--- config.mk ---
export PLATFORM = sky130hd
export DESIGN_NAME = serial_bus_bridge_frame_parser_top
export DESIGN_NICKNAME = d
export VERILOG_FILES = /design/src/hw/rtl/sbfp_pkg.sv /design/src/hw/rtl/serial_bus_bridge_frame_parser_top.sv
export SDC_FILE = /design/constraint.sdc
export NUM_CORES = 1
export LEC_CHECK = 0
export BUFFER_PORTS_ARGS = -buffer_cell sky130_fd_sc_hd__buf_2
export CAP_MARGIN = 40
export CORE_ASPECT_RATIO = 2
export CORE_UTILIZATION = 44
export DETAILED_ROUTE_END_ITERATION = 16
export GPL_TIMING_DRIVEN = 0
export PLACE_DENSITY = 0.71
export SETUP_SLACK_MARGIN = 0.05
export SLEW_MARGIN = 25
export SYNTH_ARGS = -nofsm -noshare
export SYNTH_HDL_FRONTEND = slang
export SYNTH_SLANG_ARGS = --single-unit
--- constraint.sdc ---
create_clock -name clk_i -period 4.5 [get_ports clk_i]
set_clock_uncertainty 0.1 [all_clocks]
set_input_delay 0 -clock clk_i [delete_from_list [all_inputs] [get_ports clk_i]]
set_output_delay 0 -clock clk_i [all_outputs]
set_load 0.01 [all_outputs]
--- src/hw/rtl/sbfp_pkg.sv ---
// Shared definitions for the serial bus bridge frame parser.
// Holds the frame phase codes, result kind codes and frame command bytes.
// No dependencies.
`timescale 1ns / 1ps
`default_nettype none

package sbfp_pkg;

  // Frame phase codes (plain state vector)
  localparam logic [2:0] PhCmd   = 3'd0;
  localparam logic [2:0] PhLen   = 3'd1;
  localparam logic [2:0] PhAddr0 = 3'd2;
  localparam logic [2:0] PhAddr1 = 3'd3;
  localparam logic [2:0] PhAddr2 = 3'd4;
  localparam logic [2:0] PhAddr3 = 3'd5;
  localparam logic [2:0] PhData  = 3'd6;

  // Command bytes
  localparam logic [7:0] CmdWrite = 8'h00;
  localparam logic [7:0] CmdRead  = 8'h01;

  // Result kinds
  typedef enum logic [1:0] {
    KindWrite = 2'd0,
    KindRead  = 2'd1,
    KindEmpty = 2'd2
  } kind_e;

endpackage : sbfp_pkg

`default_nettype wire

--- src/hw/rtl/serial_bus_bridge_frame_parser_top.sv ---
// Top level of the serial bus bridge frame parser.
// Frame state machine plus a single output register; uses sbfp_pkg.
//
//   channel | direction | handshake             | payload
//   --------+-----------+-----------------------+------------------------------------
//   in      | input     | in_valid_i/in_ready_o | in_byte_i
//   out     | output    | out_valid_o/out_ready_i | kind_o, bus_address_o, byte_offset_o,
//           |           |                       | write_byte_o, frame_length_o, last_o
//
// One byte per cycle while the output is not stalled: each accepted item is parsed in
// the cycle it is taken and any result lands in the output register at that edge.
// The output register sets the rate: a new item is taken whenever it is empty or
// being drained in the same cycle. Reset puts the parser back to awaiting a command
// and empties the output register. A stall on the output side holds the result and
// stops input acceptance until it is taken.
`timescale 1ns / 1ps
`default_nettype none

module serial_bus_bridge_frame_parser_top (
  input  wire logic        clk_i,
  input  wire logic        rst_ni,
  input  wire logic        in_valid_i,
  output logic             in_ready_o,
  input  wire logic [7:0]  in_byte_i,
  output logic             out_valid_o,
  input  wire logic        out_ready_i,
  output sbfp_pkg::kind_e  kind_o,
  output logic [31:0]      bus_address_o,
  output logic [7:0]       byte_offset_o,
  output logic [7:0]       write_byte_o,
  output logic [7:0]       frame_length_o,
  output logic             last_o
);
  import sbfp_pkg::*;

  // Parser state
  logic [2:0]  phase_q, phase_d;
  logic        is_read_q, is_read_d;
  logic [31:0] addr_q, addr_d;
  logic [7:0]  len_q, len_d;
  logic [7:0]  count_q, count_d;

  // Output register
  logic        out_valid_q;
  kind_e       kind_q, kind_d;
  logic [31:0] out_addr_q;
  logic [7:0]  offset_q, offset_d;
  logic [7:0]  wbyte_q, wbyte_d;
  logic [7:0]  out_len_q;
  logic        last_q, last_d;

  logic        emit;
  logic        in_fire;
  logic [8:0]  count_next;

  // Accept while the output register is empty or being drained
  assign in_ready_o = !out_valid_q || out_ready_i;
  assign in_fire    = in_valid_i && in_ready_o;
  assign count_next = {1'b0, count_q} + 9'd1;

  // Parse one byte
  always_comb begin
    phase_d   = phase_q;
    is_read_d = is_read_q;
    addr_d    = addr_q;
    len_d     = len_q;
    count_d   = count_q;
    emit      = 1'b0;
    kind_d    = KindWrite;
    offset_d  = 8'd0;
    wbyte_d   = 8'd0;
    last_d    = 1'b0;
    unique case (phase_q)
      PhLen: begin
        len_d   = in_byte_i;
        count_d = 8'd0;
        addr_d  = 32'd0;
        phase_d = PhAddr0;
      end
      PhAddr0, PhAddr1, PhAddr2: begin
        addr_d  = {addr_q[23:0], in_byte_i};
        phase_d = phase_q + 3'd1;
      end
      PhAddr3: begin
        addr_d = {addr_q[23:0], in_byte_i};
        if (is_read_q) begin
          emit    = 1'b1;
          kind_d  = KindRead;
          last_d  = 1'b1;
          phase_d = PhCmd;
        end else if (len_q == 8'd0) begin
          emit    = 1'b1;
          kind_d  = KindEmpty;
          last_d  = 1'b1;
          phase_d = PhCmd;
        end else begin
          phase_d = PhData;
        end
      end
      PhData: begin
        emit     = 1'b1;
        kind_d   = KindWrite;
        offset_d = count_q;
        wbyte_d  = in_byte_i;
        last_d   = (count_next >= {1'b0, len_q});
        count_d  = count_next[7:0];
        if (last_d) begin
          phase_d = PhCmd;
        end
      end
      default: begin
        // awaiting a command; drop anything that is not read or write
        if (in_byte_i == CmdWrite || in_byte_i == CmdRead) begin
          is_read_d = in_byte_i[0];
          phase_d   = PhLen;
        end else begin
          phase_d = PhCmd;
        end
      end
    endcase
  end

  // Advance parser state on an accepted item
  always_ff @(posedge clk_i or negedge rst_ni) begin
    if (!rst_ni) begin
      phase_q   <= PhCmd;
      is_read_q <= 1'b0;
      addr_q    <= 32'd0;
      len_q     <= 8'd0;
      count_q   <= 8'd0;
    end else if (in_fire) begin
      phase_q   <= phase_d;
      is_read_q <= is_read_d;
      addr_q    <= addr_d;
      len_q     <= len_d;
      count_q   <= count_d;
    end
  end

  // Output valid: set on a new result, clear when drained
  always_ff @(posedge clk_i or negedge rst_ni) begin
    if (!rst_ni) begin
      out_valid_q <= 1'b0;
    end else if (in_fire && emit) begin
      out_valid_q <= 1'b1;
    end else if (out_ready_i) begin
      out_valid_q <= 1'b0;
    end
  end

  // Load the result payload
  always_ff @(posedge clk_i) begin
    if (in_fire && emit) begin
      kind_q     <= kind_d;
      out_addr_q <= addr_d;
      offset_q   <= offset_d;
      wbyte_q    <= wbyte_d;
      out_len_q  <= len_q;
      last_q     <= last_d;
    end
  end

  assign out_valid_o    = out_valid_q;
  assign kind_o         = kind_q;
  assign bus_address_o  = out_addr_q;
  assign byte_offset_o  = offset_q;
  assign write_byte_o   = wbyte_q;
  assign frame_length_o = out_len_q;
  assign last_o         = last_q;

`ifndef SYNTHESIS
  // Unused phase code is never reached
  a_phase_legal: assert property (@(posedge clk_i) disable iff (!rst_ni)
    phase_q <= PhData)
    else $error("parser phase out of range");

  // Read requests and empty commits close their frame with zero offset and data
  a_single_result: assert property (@(posedge clk_i) disable iff (!rst_ni)
    out_valid_q && (kind_q == KindRead || kind_q == KindEmpty)
      |-> last_q && offset_q == 8'd0 && wbyte_q == 8'd0)
    else $error("read or empty commit result malformed");

  // Empty commit only for a zero-length frame
  a_empty_len: assert property (@(posedge clk_i) disable iff (!rst_ni)
    out_valid_q && kind_q == KindEmpty |-> out_len_q == 8'd0)
    else $error("empty commit with non-zero length");

  // Write data stays inside the payload and is marked last on its final byte
  a_write_last: assert property (@(posedge clk_i) disable iff (!rst_ni)
    out_valid_q && kind_q == KindWrite
      |-> offset_q < out_len_q && last_q == ({1'b0, offset_q} + 9'd1 == {1'b0, out_len_q}))
    else $error("write data offset or last flag wrong");

  // A stalled result is neither lost nor overwritten
  a_hold: assert property (@(posedge clk_i) disable iff (!rst_ni)
    out_valid_q && !out_ready_i |=> out_valid_q && $stable(out_addr_q) && $stable(offset_q))
    else $error("stalled result disturbed");
`endif

endmodule : serial_bus_bridge_frame_parser_top

`default_nettype wire
==> results of run 1 <==
==> area by class of cell <==
class                           count  area (µm²)
Clock buffer                       11         253
Clock inverter                      5        86.3
Multi-Input combinational cell    188        1500
Timing Repair Buffer               84         503
Tap cell                          137         171
Buffer                             21         126
Sequential cell                   112        3100
Fill cell                         855        4770
Inverter                           11        41.3
==> cells by family (layout without fill, tap and decap cells) <==
logic type	count (synthesis)	in the layout	synth area share (%)
flops	112	112	65.1
compound gates	96	96	16.7
simple gates	61	61	7.29
buf+inv	32	132	3.52
fa+ha+maj	14	14	3.68
mux	11	11	2.60
xor+xnor	6	6	1.10
==> critical path, stage by stage (launching register included) <==
cell     delay (ns)
dfrtp_1        0.46
and3_1         0.21
and3_1         0.25
nand3_1        0.12
xnor2_1        0.22
ha_1           0.28
and3_1         0.20
a221o_1        0.35
a31oi_2        0.21
a31oi_1        0.15
mux2_1         0.35
==> cells in the final DEF, fill, tap and decap left out, drive strengths merged, types with 8 or more instances in the layout <==
cell type and instances:
a22o 64, and3 20, buf 86, clkbuf 20, dfrtp 53, dlygate4sd3 10, edfxtp 59, ha 14
inv 13, mux2 11, nand2 8, nor2 8, o21ai 12
==> registers in the layout (all words and copies together) (netlist names) <==
register / flops
addr_q: 32
bus_address_o: 32
byte_offset_o: 8
count_q: 8
frame_length_o: 8
is_read_q: 1
kind_o: 2
last_o: 1
len_q: 8
out_valid_o: 1
phase_q: 3
write_byte_o: 8
==> routing by layer <==
| layer | share of wire, % | vias up | global-route usage, % |
|---|---|---|---|
| li1 | - | 1476 | - |
| met1 | 35 | 1551 | 20.1 |
| met2 | 61 | 77 | 37.5 |
| met3 | 2.9 | 9 | 4.05 |
| met4 | 1.5 | 0 | 8.43 |
| met5 | 0 | - | 0 |
==> report_power, final <==
group / leakage, nW / switching, mW / internal (mW) / total [mW]
Combinational: 1.18 / 0.551 / 0.472 / 1.02
Clock: 0.167 / 0.357 / 0.523 / 0.880
Sequential: 1.25 / 0.188 / 1.35 / 1.53
==> metrics by stage <==
step	util, %	hold slack [ns]
detailed placement	50.6	-0.0145
floorplan	-	-0.396
CTS	54.8	0.0390
finish	54.8	0.0452
global placement	50.2	0.198
global route	54.8	0.0808
==> timing repair <==
| item | 4_1_cts | 5_1_grt |
|---|---|---|
| endpoints found under the hold margin | 86 | 0 |
| endpoints found under the setup margin | 0 | 0 |
| hold buffers | 10 | 0 |
==> how the worst min path moves through the flow <==
stage / to / slack, ns / depth (start not counted)
2_1_floorplan: addr_q[0] / -0.40 / 0
3_3_place_gp: addr_q[25] / 0.20 / 1
3_5_place_dp: addr_q[25] / -0.01 / 1
4_1_cts: out_valid_o / 0.04 / 3
5_1_grt: count_q[2] / 0.08 / 3
6_report: out_valid_o / 0.05 / 3
==> results by group, run 1 <==
Status
  – Status: complete, no violations

Timing
  – Min Tclk post-route: 3.02 ns
  – RSZ-0062 raised after global routing: no
  – Final Hold Vio Count: 0
  – Final worst-path cycle share: 67.1%
  – Peak Freq: 331 MHz
  – Final setup violation count: 0
  – Worst-margin pin slew: 0.795 ns
  – Worst slew margin: 46.5%
  – Setup_tns: 0 ns
  – Slew Limit Fails: 0
  – Post-route setup slack: 1.48 ns

Clocking
  – Num CTS Buffers: 9
  – PostCTS Resize Cnt: 0
  – Clk_lat worst skew: 0.35 ns
  – Root Buffer: clkbuf_16
  – Post-CTS Setup Repair Bufs: 0
  – CTS tree: yes
  – Clock H-tree levels: 3
  – CTS max path bufs: 2
  – Reg clk slew, reported paths: 0.07 ns
  – Clock Sink Count: 112

Logic synthesis
  – Synth area leader: edfxtp_1
  – Yosys reg bits: 112
  – Top cell type's share of synthesized area: 37.2%
  – Ranking of synthesized cells by area: edfxtp_1 37%, dfrtp_1 28%, a22o_1 12%
  – Synth cell count leaders: 64 x a22o_1, 59 x edfxtp_1, 53 x dfrtp_1
  – Syn nets: 358
  – Syn. warnings: 0
  – Sequential area share after synthesis: 65.1%
  – Count leader, synth: a22o_1
  – Cell variety after synth: 40
  – Ys flop type: edfxtp_1
  – Post-synth EDFFs: 59
  – Async S/R FF share, synth: 47.3%
  – Post-Syn Instances: 332
  – Cell Area, Synth: 4760 µm²
  – Avg Inst Size Synth: 14.3 µm²

Worst hold path
  – Hold path start: in_valid_i
  – HP Class: in2reg

Power
  – Total Power: 3.44 mW
  – Peak VDD IR: 0.385 mV
  – PwrDens: 595 nW/µm²
  – Leak: 2.59 nW

Finish
  – P&R area growth vs syn: 21.5%
  – Fin nets: 453
  – Inserted Diodes: 0
  – Share of post-route cells with drive strength above 1: 27.5%
  – Post-Layout Cell Count: 569
  – Fin area: 5780 µm²

Critical path
  – Required time of the critical path: 4.63 ns
  – CP endpoint kind: flop
  – Reg-to-reg endpoint: phase_q[1]
  – Crit path to: phase_q[1]
  – Worst Setup Path Type: reg2reg
  – Crit. Startpoint: count_q[3]
  – R2R setup slack: 1.48 ns
  – Data arrival, critical path: 3.15 ns
  – Worst Reg-to-Reg Cells: 10
  – Worst flop-to-flop path startpoint: count_q[3]
  – Crit start category: flop
  – Crit Path Max Fanout: 5

Global route
  – Initial antenna violation count: 0
  – Gr usage total: 19.9%
  – GR Overflow Total: 0
  – Largest net degree at the start of global routing: 54
  – First-pass GRT wire length: 16100 µm
  – Vias in the first global route: 3131

Floorplanning
  – DIE WIDTH: 75.5 µm
  – Chip height: 149 µm
  – I/O pin count: 73
  – Initial Util: 45.1%
  – Die ar.: 11300 µm²
  – Core area: 10500 µm²
  – Cell row count: 53

Place
  – Setup WS pre-CTS: 1.49 ns
  – Placed cell area: 5340 µm²
  – PortBufs: 72
  – Routability cong.: 0.880
  – Hpwl dp: 7550 µm
  – Number of cells after detailed placement: 543

Routing
  – ANT nets after route: 0
  – Vias per cell: 5.47
  – Total number of vias: 3113
  – Detailed-route DRC error count: 0
  – Routed wire length: 10100 µm
  – WL/cell: 17.7 µm
  – Initial DRT Pass Iterations: 4
  – DRT iter0 DRCs: 215

Flow run
  – Number of max-cap violations: 0
No activity file was read; power rests on OpenSTA's default activity.
==> inputs of run 2 (changes only) <==
--- a/config.mk
+++ b/config.mk
@@ -5,13 +5,14 @@
 export SDC_FILE = /design/constraint.sdc
 export NUM_CORES = 1
 export LEC_CHECK = 0
+export ABC_AREA = 1
 export BUFFER_PORTS_ARGS = -buffer_cell sky130_fd_sc_hd__buf_2
 export CAP_MARGIN = 40
 export CORE_ASPECT_RATIO = 2
 export CORE_UTILIZATION = 44
 export DETAILED_ROUTE_END_ITERATION = 16
 export GPL_TIMING_DRIVEN = 0
-export PLACE_DENSITY = 0.71
+export PLACE_DENSITY = 0.68
 export SETUP_SLACK_MARGIN = 0.05
 export SLEW_MARGIN = 25
 export SYNTH_ARGS = -nofsm -noshare
==> constraint.sdc (replaced) <==
create_clock -name clk_i -period 2.8 [get_ports clk_i]
set_clock_uncertainty 0.1 [all_clocks]
set_input_delay 0 -clock clk_i [delete_from_list [all_inputs] [get_ports clk_i]]
set_output_delay 0 -clock clk_i [all_outputs]
set_load 0.01 [all_outputs]
==> results by group, run 2 <==
Status
  – Status: complete, no violations (unchanged)

Logic synthesis
  – Yosys reg bits: 112 (unchanged)
  – Avg Inst Size Synth: 11.1 µm² (was 14.3 µm²)
  – Simple logic cell fraction of the synthesized area: 10.9% (was 7.29%)
  – Adder-Cell Fraction of Synth Area: 3.57% (was 3.68%)
  – Syn. warnings: 0 (unchanged)
  – Ranking of synthesized cells by area: edfxtp_1 36%, dfrtp_1 27%, o22ai_2 7.7% (was edfxtp_1 37%, dfrtp_1 28%, a22o_1 12%)
  – Sequential area share after synthesis: 63.2% (was 65.1%)
  – Synth area leader: edfxtp_1 (unchanged)
  – Post-Syn Instances: 440 (was 332)
  – Post-synthesis xor/xnor area fraction: 0.714% (was 1.10%)
  – Ys flop type: edfxtp_1 (unchanged)
  – Cell variety after synth: 27 (was 40)
  – Post-synth EDFFs: 59 (unchanged)
  – Top cell type's share of synthesized area: 36.1% (was 37.2%)
  – Proportion of synthesized area in mux cells: 0% (was 2.60%)
  – Async S/R FF share, synth: 47.3% (unchanged)
  – Synth cell count leaders: 83 x nand2_1, 74 x inv_1, 59 x edfxtp_1 (was 64 x a22o_1, 59 x edfxtp_1, 53 x dfrtp_1)
  – Syn nets: 466 (was 358)
  – Main combinational cell family by area after synthesis: compound AO/OA/AOI/OAI gates (unchanged)
  – Synth Area in Compound Gates: 14.0% (was 16.7%)
  – Count leader, synth: nand2_1 (was a22o_1)
  – Cell Area, Synth: 4900 µm² (was 4760 µm²)

Power
  – Psw: 1.93 mW (was 1.10 mW)
  – Leak: 2.50 nW (was 2.59 nW)
  – Combinational group share of total power: 34.4% (was 29.8%)
  – Total Power: 5.33 mW (was 3.44 mW)
  – Int Pwr: 3.40 mW (was 2.34 mW)
  – Peak VDD IR: 0.488 mV (was 0.385 mV)
  – PwrDens: 911 nW/µm² (was 595 nW/µm²)
  – Switching Share: 36.2% (was 31.9%)
  – Clock network power share: 23.3% (was 25.6%)
  – Sequential power share: 42.4% (was 44.6%)

Critical path
  – Data arrival, critical path: 2.45 ns (was 3.15 ns)
  – Crit Path Max Fanout: 59 (was 5)
  – Worst Setup Path Type: reg2reg (unchanged)
  – Crit start category: flop (unchanged)
  – Required time of the critical path: 2.70 ns (was 4.63 ns)
  – CP endpoint kind: flop (unchanged)
  – Worst Reg-to-Reg Cells: 6 (was 10)

Timing
  – RSZ-0062 raised after global routing: no (unchanged)
  – Worst hold margin: 0.130 ns (was 0.0452 ns)
  – Final Hold Vio Count: 0 (unchanged)
  – Worst slew margin: 52.3% (was 46.5%)
  – Worst-margin pin slew: 0.715 ns (was 0.795 ns)
  – Min Tclk post-route: 2.55 ns (was 3.02 ns)
  – Slew Limit Fails: 0 (unchanged)
  – Post-route setup slack: 0.247 ns (was 1.48 ns)
  – Peak Freq: 392 MHz (was 331 MHz)
  – Final setup violation count: 0 (unchanged)
  – Final worst-path cycle share: 91.2% (was 67.1%)
  – Setup_tns: 0 ns (unchanged)

Global route
  – Initial antenna violation count: 0 (unchanged)
  – Gr usage total: 19.3% (was 19.9%)
  – Vias in the first global route: 3415 (was 3131)
  – Largest net degree at the start of global routing: 60 (was 54)
  – First-pass GRT wire length: 16800 µm (was 16100 µm)
  – GR Overflow Total: 0 (unchanged)

Floorplanning
  – Die ar.: 11600 µm² (was 11300 µm²)
  – Core area: 10900 µm² (was 10500 µm²)
  – Initial Util: 45.1% (about the same)
  – Chip height: 151 µm (was 149 µm)
  – DIE WIDTH: 76.6 µm (was 75.5 µm)
  – Cell row count: 54 (was 53)
  – I/O pin count: 73 (unchanged)

Routing
  – Total number of vias: 3455 (was 3113)
  – DRT iter0 DRCs: 207 (was 215)
  – ANT nets after route: 0 (unchanged)
  – Routed wire length: 10700 µm (was 10100 µm)
  – Initial DRT Pass Iterations: 4 (unchanged)
  – Detailed-route DRC error count: 0 (unchanged)
  – WL/cell: 15.8 µm (was 17.7 µm)
  – Vias per cell: 5.10 (was 5.47)

Clocking
  – Clk_lat worst skew: 0.35 ns (about the same)
  – CTS max path bufs: 2 (unchanged)
  – Clock H-tree levels: 3 (unchanged)
  – CTS tree: yes (unchanged)
  – Post-CTS Setup Repair Bufs: 0 (unchanged)
  – Clock Sink Count: 112 (unchanged)
  – Reg clk slew, reported paths: 0.08 ns (was 0.07 ns)
  – Root Buffer: clkbuf_16 (unchanged)
  – Num CTS Buffers: 9 (unchanged)

Place
  – Hpwl dp: 7720 µm (was 7550 µm)
  – Routability cong.: 0.883 (was 0.880)
  – Number of cells after detailed placement: 652 (was 543)
  – PortBufs: 72 (unchanged)
  – Setup WS pre-CTS: 0.0384 ns (was 1.49 ns)
  – Placed cell area: 5450 µm² (was 5340 µm²)

Finish
  – Fin nets: 559 (was 453)
  – Inserted Diodes: 0 (unchanged)
  – Fillers: 949 (was 855)
  – Most frequent cells in the layout: 82 x nand2_1, 74 x inv_1, 72 x buf_2, 59 x edfxtp_1, 53 x dfrtp_1 (was 76 x buf_2, 64 x a22o_1, 59 x edfxtp_1, 53 x dfrtp_1, 19 x and3_1)
  – Share of post-route cells with drive strength above 1: 24.3% (was 27.5%)
  – Fin area: 5850 µm² (was 5780 µm²)
  – Post-Layout Cell Count: 678 (was 569)
  – P&R area growth vs syn: 19.3% (was 21.5%)
  – Final core utilization: 53.8% (was 54.8%)
  – Commonest non-fill, non-tap cell in the layout: nand2_1 (was buf_2)

Flow run
  – Number of max-cap violations: 0 (unchanged)

Worst hold path
  – HP Class: in2async (was in2reg)
run 2: power groups by stage:
stage,combinational (mW),clock (mW),sequential (mW)
2_1_floorplan,1.36,0,2.26
3_3_place_gp,1.73,0,2.28
3_5_place_dp,1.80,0,2.29
4_1_cts,1.83,1.27,2.26
5_1_grt,2.02,1.33,2.29
6_report,1.83,1.24,2.26
run 2: layout make-up:
type | instances | area (µm²) | area share [%]
plain buffers | 15 | 91.3 | 1.56
clock buffers | 9 | 225 | 3.85
clock inverters | 7 | 66.3 | 1.13
inverters | 75 | 282 | 4.81
multi-input cells | 238 | 1450 | 24.8
flip-flops and latches | 112 | 3100 | 53.0
well taps | 140 | 175 | 2.99
repair buffers | 82 | 463 | 7.91
run 2: final timing paths:
| path | endpoint | slack (ns) | from |
|---|---|---|---|
| max | bus_address_o[13] | 0.25 | phase_q[0] |
| min | out_valid_o | 0.13 | rst_ni |
| max reg2reg | bus_address_o[13] | 0.25 | phase_q[0] |
| min reg2reg | frame_length_o[7] | 0.35 | len_q[7] |
| max in group asynchronous | len_q[1] | 1.97 | rst_ni |
| min in group clk_i | is_read_q | 0.13 | in_valid_i |
run 2: cell families after synthesis:
group	Yosys count
simple gates	131
flops	112
buf+inv	90
compound gates	89
fa+ha+maj	14
xor+xnor	4
run 2: per-layer routing:
metal  GRT usage (%)  part of all wire [%]
met1            19.5                    37
met2            36.8                    55
met3            3.31                   3.4
met4            11.4                   4.1
met5               0                     0
run 2: repair_timing:
action	in CTS	in global routing
hold buffers	10	0
endpoints found under the hold margin	71	0
setup endpoints to repair	59	0
gates resized for setup	1	0
run 2: worst max-delay path, cell delays in order (launching register included):
cell and delay [ns]:
dfrtp_1 0.43, inv_1 0.12, ha_1 0.18, nand2_1 0.23
nor2_1 0.43, inv_1 0.27, nand2_8 0.40
==> inputs of run 3 (changes only) <==
--- a/config.mk
+++ b/config.mk
@@ -6,8 +6,8 @@
 export NUM_CORES = 1
 export LEC_CHECK = 0
 export ABC_AREA = 1
-export BUFFER_PORTS_ARGS = -buffer_cell sky130_fd_sc_hd__buf_2
-export CAP_MARGIN = 40
+export BUFFER_PORTS_ARGS = -buffer_cell sky130_fd_sc_hd__buf_4
+export CAP_MARGIN = 20
 export CORE_ASPECT_RATIO = 2
 export CORE_UTILIZATION = 44
 export DETAILED_ROUTE_END_ITERATION = 16
==> results by group, run 3 (same netlist as run 2, synthesis figures left out) <==
Finish
  – Register area: 3100 µm² (unchanged)
  – Inserted Diodes: 0 (unchanged)
  – Share of post-route cells with drive strength above 1: 24.5% (was 24.3%)
  – Most frequent cells in the layout: 82 x nand2_1, 75 x buf_4, 74 x inv_1, 59 x edfxtp_1, 53 x dfrtp_1 (was 82 x nand2_1, 74 x inv_1, 72 x buf_2, 59 x edfxtp_1, 53 x dfrtp_1)
  – Multi-input logic area: 1450 µm² (unchanged)
  – Fin nets: 559 (unchanged)
  – Fillers: 929 (was 949)
  – Final core utilization: 55.8% (was 53.8%)
  – Fin area: 6070 µm² (was 5850 µm²)
  – Post-Layout Cell Count: 678 (unchanged)
  – Commonest non-fill, non-tap cell in the layout: nand2_1 (unchanged)
  – P&R area growth vs syn: 23.9% (was 19.3%)

Timing
  – Peak Freq: 387 MHz (was 392 MHz)
  – Post-route setup slack: 0.217 ns (was 0.247 ns)
  – Worst slew margin: 52.0% (was 52.3%)
  – Final Hold Vio Count: 0 (unchanged)
  – Setup_tns: 0 ns (unchanged)
  – Worst-margin pin slew: 0.720 ns (was 0.715 ns)
  – Slew Limit Fails: 0 (unchanged)
  – RSZ-0062 raised after global routing: no (unchanged)
  – Worst hold margin: 0.122 ns (was 0.130 ns)
  – Min Tclk post-route: 2.58 ns (was 2.55 ns)
  – Final setup violation count: 0 (unchanged)
  – Final worst-path cycle share: 92.3% (was 91.2%)

Critical path
  – WP buf/inv: 1 (was 2)
  – Data arrival, critical path: 2.58 ns (was 2.45 ns)
  – Reg-to-reg endpoint: last_o (was bus_address_o[13])
  – Worst Setup Path Type: reg2reg (unchanged)
  – R2R setup slack: 0.22 ns (was 0.25 ns)
  – Crit. Startpoint: count_q[0] (was phase_q[0])
  – Worst Reg-to-Reg Cells: 13 (was 6)
  – Crit. path cell count: 13 (was 6)
  – Crit-path slowest cell: dfrtp_1 (unchanged)
  – Crit start category: flop (unchanged)
  – Crit-path cells: ha_1 > nand3_1 > xor2_1 > ha_1 > nand2_1 > inv_1 > nand2_1 > nand3_1 > nand2_1 > nand2_1 > nand2_1 > a21oi_1 > or2_2 (was inv_1 > ha_1 > nand2_1 > nor2_1 > inv_1 > nand2_8)
  – Critical path's most frequent cell: nand2_1 (was inv_1)
  – Crit path to: last_o (was bus_address_o[13])
  – Crit Path Max Fanout: 5 (was 59)
  – CP endpoint kind: flop (unchanged)
  – Top delay family on crit path: simple AND/OR/NAND/NOR gates (unchanged)
  – Required time of the critical path: 2.80 ns (was 2.70 ns)
  – Worst flop-to-flop path startpoint: count_q[0] (was phase_q[0])
  – Max stage delay on crit path: 0.45 ns (was 0.43 ns)

Global route
  – Largest net degree at the start of global routing: 60 (unchanged)
  – GR Overflow Total: 0 (unchanged)
  – First-pass GRT wire length: 17200 µm (was 16800 µm)
  – Vias in the first global route: 3504 (was 3415)
  – Initial antenna violation count: 0 (unchanged)
  – Gr usage total: 20.1% (was 19.3%)

Clocking
  – Root Buffer: clkbuf_16 (unchanged)
  – CTS max path bufs: 2 (unchanged)
  – Post-CTS Setup Repair Bufs: 0 (unchanged)
  – Num CTS Buffers: 9 (unchanged)
  – CTS tree: yes (unchanged)
  – Clk_lat worst skew: 0.35 ns (about the same)
  – Clock H-tree levels: 3 (unchanged)
  – Reg clk slew, reported paths: 0.08 ns (about the same)
  – Clock Sink Count: 112 (unchanged)

Flow run
  – Number of max-cap violations: 0 (unchanged)

Floorplanning
  – Die ar.: 11600 µm² (unchanged)
  – Chip height: 151 µm (unchanged)
  – Core area: 10900 µm² (unchanged)
  – I/O pin count: 73 (unchanged)
  – DIE WIDTH: 76.6 µm (unchanged)
  – Initial Util: 45.1% (unchanged)
  – Cell row count: 54 (unchanged)

Place
  – Hpwl dp: 7700 µm (was 7720 µm)
  – Placed cell area: 5630 µm² (was 5450 µm²)
  – Routability cong.: 0.840 (was 0.883)
  – Number of cells after detailed placement: 652 (unchanged)
  – Setup WS pre-CTS: 0.0485 ns (was 0.0384 ns)
  – PortBufs: 72 (unchanged)

Routing
  – Vias per cell: 5.07 (was 5.10)
  – DRT iter0 DRCs: 281 (was 207)
  – Initial DRT Pass Iterations: 5 (was 4)
  – ANT nets after route: 0 (unchanged)
  – WL/cell: 16.2 µm (was 15.8 µm)
  – Detailed-route DRC error count: 0 (unchanged)
  – Total number of vias: 3439 (was 3455)
  – Routed wire length: 11000 µm (was 10700 µm)

Power
  – Total Power: 5.52 mW (was 5.33 mW)
  – Leak: 2.59 nW (was 2.50 nW)
  – PwrDens: 909 nW/µm² (was 911 nW/µm²)
  – Peak VDD IR: 0.620 mV (was 0.488 mV)

Status
  – Status: complete, no violations (unchanged)

Worst hold path
  – HP Class: in2reg (was in2async)
-- run 3: changes by cell type in the layout (fill, tap and decap cells not counted) --
cell / previous run / this run
clkinvlp_4: 2 / 1
inv_6: 0 / 2
buf_2: 72 / 1
bufinv_16: 0 / 2
clkinv_4: 1 / 0
inv_8: 2 / 1
buf_4: 4 / 75
clkinv_1: 1 / 0
-- run 3: area by class of cell --
class	count	share of cell area (%)
plain buffers	15	1.50
well taps	140	2.88
flip-flops and latches	112	51.0
clock inverters	7	1.85
repair buffers	82	10.5
clock buffers	9	3.71
multi-input cells	238	23.9
inverters	75	4.64
-- run 3: routing by layer --
| metal | track usage [%] | vias up | part of all wire, % | routed length [µm] |
|---|---|---|---|---|
| met3 | 3.55 | 24 | 3.0 | 333 |
| met4 | 11.6 | 0 | 3.9 | 422 |
| met5 | 0 | - | 0 | 0 |
| met1 | 19.6 | 1662 | 36 | 3960 |
| met2 | 38.8 | 98 | 57 | 6250 |
| li1 | - | 1655 | - | - |
-- run 3: what timing repair did --
item | 4_1_cts | 5_1_grt
endpoints found under the setup margin | 59 | 17
endpoints found under the hold margin | 71 | 0
gates resized for setup | 1 | 0
gates cloned | 0 | 0
pin swaps | 0 | 1
hold buffers | 10 | 0
-- run 3: report_power, final --
group / internal (mW) / total, mW / leakage (nW) / switching [mW]
Clock: 0.805 / 1.43 / 0.161 / 0.622
Combinational: 0.657 / 1.84 / 1.17 / 1.18
Sequential: 2.12 / 2.26 / 1.25 / 0.135
-- run 3: how the worst min path moves through the flow --
| stage | startpoint | to | slack [ns] | cells past startpoint |
|---|---|---|---|---|
| final | in_valid_i | is_read_q | 0.12 | 5 |
| after floorplan | rst_ni | addr_q[0] | -0.40 | 0 |
| after global placement | rst_ni | out_valid_o | -0.008 | 1 |
| after global routing | in_valid_i | is_read_q | 0.12 | 5 |
| after CTS | in_valid_i | is_read_q | 0.10 | 5 |
| after detailed placement | rst_ni | addr_q[30] | -0.003 | 1 |
-- run 3: tightest hold or removal path: stages --
cell and delay (ns):
buf_4 0.11, nand2_1 0.15, nor3_1 0.09, nand3_1 0.10, o21ai_0 0.07
